$ cat src/tgw_pkg.sv
// tgw_pkg: types and fixed constants of the text grid glyph writer
// no dependencies; imported by the layout, buffer and top modules

package tgw_pkg;

  // most results one input byte can cause
  localparam int MAX_RESULTS = 4;

  // character codes
  localparam logic [7:0] CH_NUL     = 8'h00;
  localparam logic [7:0] CH_LF      = 8'h0A;
  localparam logic [7:0] CH_CR      = 8'h0D;
  localparam logic [7:0] CUSTOM_MAX = 8'h03;
  localparam logic [7:0] LEAD_MIN   = 8'hA1;
  localparam logic [7:0] LEAD_SPLIT = 8'hB0;
  localparam logic [7:0] LEAD_GAP   = 8'h06;

  // glyph code construction
  localparam logic [15:0] ROW_STRIDE = 16'd94;
  localparam logic [15:0] HALF_BASE  = 16'h4000;
  localparam logic [15:0] ASCII_BASE = 16'h2000;
  localparam logic [15:0] CUSTOM_OFS = 16'd34;
  localparam logic [3:0]  ROWS_MAX   = 4'd15;

  // one input item
  typedef struct packed {
    logic       first;
    logic [3:0] start_line;
    logic [4:0] start_col;
    logic [7:0] char_byte;
  } tgw_item_t;

  // one result item
  typedef struct packed {
    logic        is_write;
    logic [3:0]  cell_line;
    logic [4:0]  cell_col;
    logic [15:0] cell_code;
    logic [3:0]  end_line;
    logic [4:0]  end_col;
    logic [3:0]  rows_used;
    logic        last;
  } tgw_result_t;

  // all results of one input byte
  typedef struct packed {
    tgw_result_t [MAX_RESULTS-1:0] res;
    logic [2:0]                    cnt;
  } tgw_batch_t;

endpackage

$ cat src/tgw_if.sv
// tgw_if: valid/ready channel interfaces for input bytes, results and config
// no dependencies

interface tgw_in_if;
  logic       valid;
  logic       ready;
  logic       first;
  logic [3:0] start_line;
  logic [4:0] start_col;
  logic [7:0] char_byte;

  modport source (output valid, first, start_line, start_col, char_byte, input ready);
  modport sink (input valid, first, start_line, start_col, char_byte, output ready);
endinterface

interface tgw_out_if;
  logic        valid;
  logic        ready;
  logic        is_write;
  logic [3:0]  cell_line;
  logic [4:0]  cell_col;
  logic [15:0] cell_code;
  logic [3:0]  end_line;
  logic [4:0]  end_col;
  logic [3:0]  rows_used;
  logic        last;

  modport source (output valid, is_write, cell_line, cell_col, cell_code, end_line,
                  end_col, rows_used, last, input ready);
  modport sink (input valid, is_write, cell_line, cell_col, cell_code, end_line,
                end_col, rows_used, last, output ready);
endinterface

interface tgw_cfg_if;
  logic       valid;
  logic       ready;
  logic [4:0] indent_col;

  modport source (output valid, indent_col, input ready);
  modport sink (input valid, indent_col, output ready);
endinterface

$ cat src/tgw_layout.sv
// tgw_layout: cursor state and the single-pass layout of one byte into results
// depends on tgw_pkg

module tgw_layout import tgw_pkg::*; #(
  parameter int GRID_LINES = 10,
  parameter int GRID_COLS  = 20
) (
  input  logic       clk,
  input  logic       rst_n,
  input  logic       take,
  input  tgw_item_t  item,
  input  logic [4:0] indent_col,
  output tgw_batch_t batch
);

  localparam logic [4:0] LINES_W  = 5'(GRID_LINES);
  localparam logic [5:0] COLS_W   = 6'(GRID_COLS);
  localparam logic [4:0] COL_LAST = 5'(GRID_COLS - 1);

  logic [3:0] cur_line_r, cur_line_nxt;
  logic [4:0] cur_col_r, cur_col_nxt;
  logic [3:0] row_count_r, row_count_nxt;
  logic       running_r, running_nxt;
  logic       lead_pending_r, lead_pending_nxt;
  logic [7:0] lead_byte_r, lead_byte_nxt;

  // working values of the single pass
  logic [4:0]  line;
  logic [5:0]  col;
  logic [4:0]  ind;
  logic        done;
  logic [2:0]  n;
  logic [7:0]  b;
  logic [7:0]  x;
  logic [15:0] code;
  tgw_result_t [MAX_RESULTS-1:0] res;

  function automatic tgw_result_t write_res(logic [4:0] l, logic [5:0] c, logic [15:0] g);
    tgw_result_t r;
    r = '0;
    r.is_write  = 1'b1;
    r.cell_line = l[3:0];
    r.cell_col  = c[4:0];
    r.cell_code = g;
    return r;
  endfunction

  function automatic tgw_result_t end_res(logic [4:0] l, logic [5:0] c, logic [3:0] rows);
    tgw_result_t r;
    r = '0;
    r.end_line  = l[3:0];
    r.end_col   = c[4:0];
    r.rows_used = rows;
    return r;
  endfunction

  // effective wrap column
  assign ind = (indent_col >= COLS_W[4:0] && COLS_W < 6'd32) ? COL_LAST : indent_col;

  // layout of one byte: up to four results and the next cursor state
  always_comb begin
    line             = {1'b0, cur_line_r};
    col              = {1'b0, cur_col_r};
    row_count_nxt    = row_count_r;
    running_nxt      = running_r;
    lead_pending_nxt = lead_pending_r;
    lead_byte_nxt    = lead_byte_r;
    done             = 1'b0;
    n                = 3'd0;
    res              = '0;
    b                = item.char_byte;
    x                = 8'd0;
    code             = 16'd0;

    // start of a new string
    if (item.first) begin
      lead_pending_nxt = 1'b0;
      running_nxt      = 1'b1;
      line             = {1'b0, item.start_line};
      col              = {1'b0, item.start_col};
      if (line >= LINES_W) begin
        row_count_nxt = 4'd0;
        done          = 1'b1;
      end else begin
        row_count_nxt = 4'd1;
        if (col >= COLS_W) begin
          col  = {1'b0, ind};
          line = line + 5'd1;
        end
        if (line >= LINES_W) begin
          done = 1'b1;
        end
      end
      if (done) begin
        res[n[1:0]]      = end_res(line, col, row_count_nxt);
        n                = n + 3'd1;
        running_nxt      = 1'b0;
        lead_pending_nxt = 1'b0;
      end
    end

    if (!done && running_nxt) begin
      if (lead_pending_nxt) begin
        // trail byte of a wide character
        lead_pending_nxt = 1'b0;
        x = lead_byte_r;
        if (x >= LEAD_SPLIT) begin
          x = x - LEAD_GAP;
        end
        code = 16'(x - LEAD_MIN) * ROW_STRIDE + 16'(b) - 16'(LEAD_MIN);
        code = {code[14:0], 1'b0} + HALF_BASE;
        // no room for both halves: blank the last cell and wrap
        if (col + 6'd1 >= COLS_W) begin
          res[n[1:0]] = write_res(line, col, 16'd0);
          n           = n + 3'd1;
          col         = {1'b0, ind};
          line        = line + 5'd1;
          done        = (line >= LINES_W);
        end
        // first half
        if (!done) begin
          res[n[1:0]] = write_res(line, col, code);
          n           = n + 3'd1;
          col         = col + 6'd1;
          if (col >= COLS_W) begin
            col  = {1'b0, ind};
            line = line + 5'd1;
            done = (line >= LINES_W);
          end
        end
        // second half
        if (!done) begin
          res[n[1:0]] = write_res(line, col, code + 16'd1);
          n           = n + 3'd1;
          col         = col + 6'd1;
          if (col >= COLS_W) begin
            col  = {1'b0, ind};
            line = line + 5'd1;
            done = (line >= LINES_W);
          end
        end
      end else if (b == CH_NUL) begin
        done = 1'b1;
      end else if (b == CH_LF) begin
        line = line + 5'd1;
        if (line >= LINES_W) begin
          done = 1'b1;
        end else if (row_count_nxt < ROWS_MAX) begin
          row_count_nxt = row_count_nxt + 4'd1;
        end
      end else if (b == CH_CR) begin
        col = 6'd0;
      end else if (b >= LEAD_MIN) begin
        lead_pending_nxt = 1'b1;
        lead_byte_nxt    = b;
      end else begin
        // narrow glyph
        code        = (b <= CUSTOM_MAX) ? 16'(b) + CUSTOM_OFS : 16'(b) + ASCII_BASE;
        res[n[1:0]] = write_res(line, col, code);
        n           = n + 3'd1;
        col         = col + 6'd1;
        if (col >= COLS_W) begin
          col  = {1'b0, ind};
          line = line + 5'd1;
          done = (line >= LINES_W);
        end
      end
      // end of string report
      if (done) begin
        res[n[1:0]]      = end_res(line, col, row_count_nxt);
        n                = n + 3'd1;
        running_nxt      = 1'b0;
        lead_pending_nxt = 1'b0;
      end
    end

    // mark the final result of this byte
    if (n != 3'd0) begin
      res[2'(n - 3'd1)].last = 1'b1;
    end

    cur_line_nxt = line[3:0];
    cur_col_nxt  = col[4:0];
    batch.res    = res;
    batch.cnt    = n;
  end

  // cursor state
  always_ff @(posedge clk) begin
    if (!rst_n) begin
      cur_line_r     <= '0;
      cur_col_r      <= '0;
      row_count_r    <= '0;
      running_r      <= 1'b0;
      lead_pending_r <= 1'b0;
      lead_byte_r    <= '0;
    end else if (take) begin
      cur_line_r     <= cur_line_nxt;
      cur_col_r      <= cur_col_nxt;
      row_count_r    <= row_count_nxt;
      running_r      <= running_nxt;
      lead_pending_r <= lead_pending_nxt;
      lead_byte_r    <= lead_byte_nxt;
    end
  end

endmodule

$ cat src/tgw_result_buf.sv
// tgw_result_buf: holds a byte's results, hands one out per cycle while ready
// depends on tgw_pkg and tgw_out_if

module tgw_result_buf import tgw_pkg::*; (
  input  logic       clk,
  input  logic       rst_n,
  input  logic       load,
  input  tgw_batch_t batch,
  output logic       can_load,
  tgw_out_if.source  out_ch
);

  tgw_result_t [MAX_RESULTS-1:0] res_r;
  logic [2:0] rem_r;
  logic [1:0] idx_r;
  logic       fire;
  tgw_result_t cur;

  assign fire     = out_ch.valid && out_ch.ready;
  assign can_load = (rem_r == 3'd0) || (rem_r == 3'd1 && out_ch.ready);
  assign cur      = res_r[idx_r];

  // result port
  assign out_ch.valid     = (rem_r != 3'd0);
  assign out_ch.is_write  = cur.is_write;
  assign out_ch.cell_line = cur.cell_line;
  assign out_ch.cell_col  = cur.cell_col;
  assign out_ch.cell_code = cur.cell_code;
  assign out_ch.end_line  = cur.end_line;
  assign out_ch.end_col   = cur.end_col;
  assign out_ch.rows_used = cur.rows_used;
  assign out_ch.last      = cur.last;

  // result storage
  always_ff @(posedge clk) begin
    if (load) begin
      res_r <= batch.res;
    end
  end

  // read pointer and remaining count
  always_ff @(posedge clk) begin
    if (!rst_n) begin
      rem_r <= '0;
      idx_r <= '0;
    end else if (load) begin
      rem_r <= batch.cnt;
      idx_r <= '0;
    end else if (fire) begin
      rem_r <= rem_r - 3'd1;
      idx_r <= idx_r + 2'd1;
    end
  end

endmodule

$ cat src/text_grid_glyph_writer.sv
// text_grid_glyph_writer: top level, input register, indent register and wiring
// depends on tgw_pkg, tgw_if, tgw_layout and tgw_result_buf

// Lays out a byte string on a GRID_LINES x GRID_COLS character grid and emits
// cell writes with glyph codes, plus an end report when the string stops.
// A byte is taken into an input register, laid out combinationally, and its
// zero to four results land in a four-entry result buffer that drives the
// result port one item per cycle while the port is ready; the first result
// is offered once the byte has passed the input register and been loaded
// into the buffer. Bytes that cause at most one result flow at one per cycle
// while the port is ready; a byte with several results holds the port until
// all are taken, so the sustained rate is set by the single result port. The
// next byte is laid out in the cycle its predecessor's final result is taken.
// indent_col is written through the always-ready config channel; the user
// must write it only while the block is idle; the block leaves this to them.

module text_grid_glyph_writer import tgw_pkg::*; #(
  parameter int GRID_LINES = 10,
  parameter int GRID_COLS  = 20
) (
  input  logic      clk,
  input  logic      rst_n,
  tgw_in_if.sink    in_ch,
  tgw_out_if.source out_ch,
  tgw_cfg_if.sink   cfg_ch
);

  logic       cfg_fire;
  logic [4:0] indent_col_r;
  logic       in_vld_r;
  tgw_item_t  item_r;
  logic       can_load;
  logic       take;
  tgw_batch_t batch;

  assign take         = in_vld_r && can_load;
  assign in_ch.ready  = !in_vld_r || can_load;
  assign cfg_ch.ready = 1'b1;
  assign cfg_fire     = cfg_ch.valid && cfg_ch.ready;

  // indent register
  always_ff @(posedge clk) begin
    if (!rst_n) begin
      indent_col_r <= '0;
    end else if (cfg_fire) begin
      indent_col_r <= cfg_ch.indent_col;
    end
  end

  // input register
  always_ff @(posedge clk) begin
    if (!rst_n) begin
      in_vld_r <= 1'b0;
    end else if (in_ch.ready) begin
      in_vld_r <= in_ch.valid;
    end
  end

  always_ff @(posedge clk) begin
    if (in_ch.valid && in_ch.ready) begin
      item_r.first      <= in_ch.first;
      item_r.start_line <= in_ch.start_line;
      item_r.start_col  <= in_ch.start_col;
      item_r.char_byte  <= in_ch.char_byte;
    end
  end

  tgw_layout #(
    .GRID_LINES (GRID_LINES),
    .GRID_COLS  (GRID_COLS)
  ) u_layout (
    .clk        (clk),
    .rst_n      (rst_n),
    .take       (take),
    .item       (item_r),
    .indent_col (indent_col_r),
    .batch      (batch)
  );

  tgw_result_buf u_result_buf (
    .clk      (clk),
    .rst_n    (rst_n),
    .load     (take),
    .batch    (batch),
    .can_load (can_load),
    .out_ch   (out_ch)
  );

endmodule
$ cat src/flat_wrapper.sv
// flat-port wrapper written by rule: the top's interface ports become plain ports
module text_grid_glyph_writer_flat import tgw_pkg::*;
#(
  parameter int GRID_LINES = 10,
  parameter int GRID_COLS  = 20
)
  (clk, rst_n, in_ch_valid, in_ch_first, in_ch_start_line, in_ch_start_col, in_ch_char_byte, in_ch_ready, out_ch_valid, out_ch_is_write, out_ch_cell_line, out_ch_cell_col, out_ch_cell_code, out_ch_end_line, out_ch_end_col, out_ch_rows_used, out_ch_last, out_ch_ready, cfg_ch_valid, cfg_ch_indent_col, cfg_ch_ready);
  tgw_in_if in_ch_i ();
  tgw_out_if out_ch_i ();
  tgw_cfg_if cfg_ch_i ();
  input  logic clk;
  input  logic rst_n;
  input wire logic [$bits(in_ch_i.valid)-1:0] in_ch_valid;
  input wire logic [$bits(in_ch_i.first)-1:0] in_ch_first;
  input wire logic [$bits(in_ch_i.start_line)-1:0] in_ch_start_line;
  input wire logic [$bits(in_ch_i.start_col)-1:0] in_ch_start_col;
  input wire logic [$bits(in_ch_i.char_byte)-1:0] in_ch_char_byte;
  output wire logic [$bits(in_ch_i.ready)-1:0] in_ch_ready;
  output wire logic [$bits(out_ch_i.valid)-1:0] out_ch_valid;
  output wire logic [$bits(out_ch_i.is_write)-1:0] out_ch_is_write;
  output wire logic [$bits(out_ch_i.cell_line)-1:0] out_ch_cell_line;
  output wire logic [$bits(out_ch_i.cell_col)-1:0] out_ch_cell_col;
  output wire logic [$bits(out_ch_i.cell_code)-1:0] out_ch_cell_code;
  output wire logic [$bits(out_ch_i.end_line)-1:0] out_ch_end_line;
  output wire logic [$bits(out_ch_i.end_col)-1:0] out_ch_end_col;
  output wire logic [$bits(out_ch_i.rows_used)-1:0] out_ch_rows_used;
  output wire logic [$bits(out_ch_i.last)-1:0] out_ch_last;
  input wire logic [$bits(out_ch_i.ready)-1:0] out_ch_ready;
  input wire logic [$bits(cfg_ch_i.valid)-1:0] cfg_ch_valid;
  input wire logic [$bits(cfg_ch_i.indent_col)-1:0] cfg_ch_indent_col;
  output wire logic [$bits(cfg_ch_i.ready)-1:0] cfg_ch_ready;
  assign in_ch_i.valid = in_ch_valid;
  assign in_ch_i.first = in_ch_first;
  assign in_ch_i.start_line = in_ch_start_line;
  assign in_ch_i.start_col = in_ch_start_col;
  assign in_ch_i.char_byte = in_ch_char_byte;
  assign in_ch_ready = in_ch_i.ready;
  assign out_ch_valid = out_ch_i.valid;
  assign out_ch_is_write = out_ch_i.is_write;
  assign out_ch_cell_line = out_ch_i.cell_line;
  assign out_ch_cell_col = out_ch_i.cell_col;
  assign out_ch_cell_code = out_ch_i.cell_code;
  assign out_ch_end_line = out_ch_i.end_line;
  assign out_ch_end_col = out_ch_i.end_col;
  assign out_ch_rows_used = out_ch_i.rows_used;
  assign out_ch_last = out_ch_i.last;
  assign out_ch_i.ready = out_ch_ready;
  assign cfg_ch_i.valid = cfg_ch_valid;
  assign cfg_ch_i.indent_col = cfg_ch_indent_col;
  assign cfg_ch_ready = cfg_ch_i.ready;
  text_grid_glyph_writer #(.GRID_LINES(GRID_LINES), .GRID_COLS(GRID_COLS)) u_core (.clk(clk), .rst_n(rst_n), .in_ch(in_ch_i), .out_ch(out_ch_i), .cfg_ch(cfg_ch_i));
endmodule
$ cat config.mk
export PLATFORM = sky130hd
export DESIGN_NAME = text_grid_glyph_writer_flat
export DESIGN_NICKNAME = d
export VERILOG_FILES = /design/src/tgw_pkg.sv /design/src/tgw_if.sv /design/src/tgw_layout.sv /design/src/tgw_result_buf.sv /design/src/text_grid_glyph_writer.sv /design/src/flat_wrapper.sv
export SDC_FILE = /design/constraint.sdc
export NUM_CORES = 1
export LEC_CHECK = 0
export ABC_AREA = 1
export BUFFER_PORTS_ARGS = -buffer_cell sky130_fd_sc_hd__buf_4
export CAP_MARGIN = 20
export CORE_MARGIN = 4
export CORE_UTILIZATION = 63
export DETAILED_ROUTE_END_ITERATION = 8
export GPL_TIMING_DRIVEN = 0
export PLACE_DENSITY = 0.77
export REMOVE_ABC_BUFFERS = 1
export SETUP_SLACK_MARGIN = 0.15
export SKIP_CTS_REPAIR_TIMING = 1
export SLEW_MARGIN = 20
export SYNTH_ARGS = -nofsm -noshare
export SYNTH_HDL_FRONTEND = slang
export SYNTH_HIERARCHICAL = 1
export SYNTH_SLANG_ARGS = --single-unit
$ cat constraint.sdc
create_clock -name clk -period 8.74 [get_ports clk]
set_input_delay 1.311 -clock clk [delete_from_list [all_inputs] [get_ports clk]]
set_output_delay 1.311 -clock clk [all_outputs]
set_load 0.02 [all_outputs]
# Yosys cells after proc, flatten, opt, wreduce, memory -nomap -nowiden
# Cells that the tools add are included.
# classes
mul	1
bitwise	5
muxes	142
magnitude_cmp	25
n_addsub	23
n_eq_ne	3
n_reduce_logical	21
# op_table
operator	count
$mux W160	16
$bwmux W160	6
$demux W40 S2	5
$mux W40	5
$mux W5	26
$bmux W40 S2	1
$mux W4	17
$mux W3	17
$mux W6	7
$mux W1	36
$mux W14	2
$mux W8	3
$ge A5 B4 Y1 const B	4
$ge A6 B5 Y1 const B	3
$lt A2 B3 Y1 const B	6
$add A16 B1 Y16 const B	1
$add A16 B15 Y16 const B	1
$eq A8 B4 Y1 const B	2
$ge A8 B8 Y1 const B	2
$mul A16 B6 Y14 const B	1
$add A15 B8 Y15	1
$add A5 B1 Y5 const B	3
$add A8 B14 Y15 const B	1
$mux W15	1
28 further kinds	53
# totals
wordCells	266
reg_bits	212
inputBits	28
out_inout_bits	43

# Longest topological paths before layout
# logic_depth
depth_word	33
mapped_depth	43
ltp_nobuf	43

# Hierarchy
# The synthesis kept the hierarchy.
# by_module_without_submodules
mod	seq_area_each_um2	instances	area_per_inst_um2	cells_each
tgw_layout	460.4	1	7792.5	1393
tgw_result_buf	4904.7	1	6274.8	433
text_grid_glyph_writer	660.6	1	770.7	50

# Worst setup path after synthesis
# No wires, ideal clock.
# synth_timing
path_kind	in2reg
startpoint	input port out_ch_ready
endpoint	register u_core.u_layout.lead_byte_r[4]
n_path_buf	1
path_stages	10
slack_ps	2436
setup_time_ps	128
required_time_ps	8612
arrival_time_ps	6176
cell_sequence	nand3_1 -> nand2_1 -> nand2_1 -> inv_1 -> inv_1 -> nor2_1 -> nand3_1 -> clkbuf_1 -> o21ai_0 -> a21oi_1
# synth_via
elab_chain_cells	4
# synth_rtl
item	line_no	rtl
from (decl)	flat_wrapper.sv:28	input wire logic [$bits(out_ch_i.ready)-1:0] out_ch_ready;
$logic_and A1 B1 Y1	tgw_result_buf.sv:20	assign can_load = (rem_r == 3'd0) || (rem_r == 3'd1 && out_ch.ready);
$logic_or A1 B1 Y1	tgw_result_buf.sv:20	
net u_core.can_load	text_grid_glyph_writer.sv:32	logic can_load;
$logic_and A1 B1 Y1	text_grid_glyph_writer.sv:36	assign take = in_vld_r && can_load;
net u_core.take	text_grid_glyph_writer.sv:33	logic take;
$reduce_and A7 Y1 (no source line)	n/a	
to (signal assigned)	tgw_layout.sv:203	lead_byte_r <= lead_byte_nxt;
to (decl)	tgw_layout.sv:25	logic [7:0] lead_byte_r, lead_byte_nxt;
# The timed path passes the listed nets, and every way through them passes these cells.
# A chain may end at the register's enable or synchronous reset.

==> impl_metrics.yaml <==
place:
  dp.cells: 2193
  dp_hpwl_mm: 27.91
  port_buffers: 69
  place_area_um2: 15450
  gp_congestion: 0.9742
cts:
  cts_sinks: 212
  clock_latency_ps: 530
  cts_buffer_depth: 3
  clk_pin_slew_worst_paths_ps: 60
  cts_root_buffer: "clkbuf_16"
  h-tree-depth: 1
  numCtsBuffers: 23
  cts_tree: "yes"
yosys:
  ys_seq_elements: 212
  synth_seq_area_share: 0.4061
  yosys.cell_types.count: 60
  synth_edf_count: 178
  synth_top_area_share: 0.3602
  syn_inst: 1876
  synthFlopType: "edfxtp_1"
  synthArstFlopShare: 0
  synth.area.top_cells: "edfxtp_1, nor2_1, nand2_1"
  yosysWarnings: 6
  syn-cell-area_um2: 14840
  avgSynthCellArea_um2: 7.909
  synth_area_leader_cell: "edfxtp_1"
sta:
  period_minus_slack_ps: 7118
  whs_ps: 470.1
  setup_viol: 0
  fin_worst_skew_ps: 10.39
  tightest_slew_ps: 1131
  hold_viol: 0
  rsz0062_at_grt: "no"
  final_max_slew_viol_count: 0
  post-route-period-util: 0.8144
  slew_headroom: 0.2378
  fmax_mhz: 140.5
die:
  die_w_um: 161.5
  initial_core_util: 0.6475
  fp.dieArea_um2: 26070
  dieHeight_um: 161.5
  core_area_um2: 22920
  fp-row-count: 55
  io_pins: 71
grt:
  grt_pass1_vias: 12455
  grt_pass1_wl_mm: 65.61
  overflow: 0
  grt_max_degree: 107
  grt_use_total: 0.3105
  grt_antenna_before_repair: 0
worst_hold_path:
  holdCritPathClass: "reg2reg"
route:
  routedWlPerCell_um: 18.21
  vias_per_cell: 5.943
  final_antenna_net_count: 0
  drc: 0
  drt-initial-drc-count: 1485
  num_vias: 13283
  drtPass1Iterations: 6
  wirelength_mm: 40.70
finish:
  final_cell_area_um2: 16160
  diodes: 0
  nets: 2030
  final_util: 0.7053
  area_growth_pct: 8.930
  stdcell_count: 2235
  drive_gt1_frac: 0.09781
setup_path:
  crit_fanout: 23
  path_class: "reg2reg"
  critPathRequiredTime_ps: 9140
  crit_top_cell: "nand2_1"
  cpPeakStageDelay_ps: 570
  startpoint_type: "register"
  cp_slowest_cell: "o21ai_2"
  arrival_ps: 7510
  end_kind: "register"
status:
  status: "finished clean"
flow_run:
  maxCapViolCount: 0
kinds of logic (layout without fill, tap and decap cells):
group,count (synthesis),after routing,share of synthesized area
buf+inv,362,408,0.1016
compound gates,397,397,0.1541
other cells,1,1,0.0002527
flops,212,212,0.4061
fa+ha+maj,97,97,0.09040
simple gates,763,763,0.2216
xor+xnor,44,44,0.02597
through the flow:
step | TNS (ps) | setup WS [ps]
3_5_place_dp | 0 | 1669
6_report | 0 | 1622
2_1_floorplan | 0 | 2187
5_1_grt | 0 | 858.2
4_1_cts | 0 | 1602
3_3_place_gp | -1054 | -168.5
cell usage after synthesis (7+ instances only):
master	instances
a21oi_1	87
a22oi_1	11
buf_2	16
buf_4	10
buf_6	11
clkbuf_1	29
dfxtp_1	34
edfxtp_1	178
fa_1	17
ha_1	80
inv_1	273
inv_2	14
nand2_1	287
nand2_2	19
nand3_1	95
nand3_2	7
nand4_1	20
nor2_1	291
nor3_1	13
o211ai_1	9
o21ai_0	137
o21ai_1	50
o22ai_1	53
or2_2	7
xnor2_1	18
xor2_1	26
cell type report:
| type | instances | area (um^2) |
|---|---|---|
| clock buffers | 32 | 619.3 |
| repair buffers | 73 | 596.8 |
| well taps | 313 | 391.6 |
| flip-flops and latches | 212 | 6031 |
| fillers | 1877 | 6753 |
| inverters | 293 | 1116 |
| clock inverters | 10 | 95.09 |
| multi-input cells | 1302 | 7313 |
registers in the layout (all words and copies together) (netlist names), 3 cells and up:
register                     flops
u_core/indent_col_r              5
u_core/item_r                   18
u_core/u_layout/cur_col_r        5
u_core/u_layout/cur_line_r       4
u_core/u_layout/lead_byte_r      8
u_core/u_layout/row_count_r      4
u_core/u_result_buf/rem_r        3
u_core/u_result_buf/res_r      160
worst paths after layout:
| kind | to | from | slack [ps] | cells after the start |
|---|---|---|---|---|
| max reg2reg | u_core/u_result_buf/res_r[108] | u_core/item_r[14] | 1620 | 27 |
| min | u_core/u_layout/row_count_r[2] | u_core/u_layout/row_count_r[2] | 470 | 2 |
| min reg2reg | u_core/u_layout/row_count_r[2] | u_core/u_layout/row_count_r[2] | 470 | 2 |
| max | u_core/u_result_buf/res_r[108] | u_core/item_r[14] | 1620 | 27 |
metal layers:
layer  vias up  global-route usage  part of all wire
met4         0             0.07173             0.024
met2       641              0.4820              0.43
met5         -                   0                 0
met3        83             0.05384              0.11
met1      6212              0.4587              0.43
li1       6347                   -                 -
cell usage in the layout (no fill, tap or decap), types with 13 or more instances in the layout:
cell and count:
nand2_2 20, xnor2_1 18, edfxtp_1 178, xor2_1 26, a21oi_1 86, nand3_1 95
ha_1 80, o22ai_1 53, nand2_1 286, clkbuf_16 23, fa_1 17, nor2_1 290
o21ai_0 137, nand4_1 20, inv_1 271, o21ai_1 50, nor3_1 13, buf_4 69
dfxtp_1 32, inv_2 15
critical path, delay by kind of cell, from the launching register on:
kind	cells	cell delay (ps)
buffers and inverters	5	1050
AO/OA/AOI/OAI	4	1110
AND/OR/NAND/NOR	13	2830
adder cells (fa/ha/maj)	4	1090
flip-flops	1	500
XOR/XNOR	1	390
Power is not shown: default switching activity piles up to over one toggle a cycle in this logic, so the estimate is an artifact.
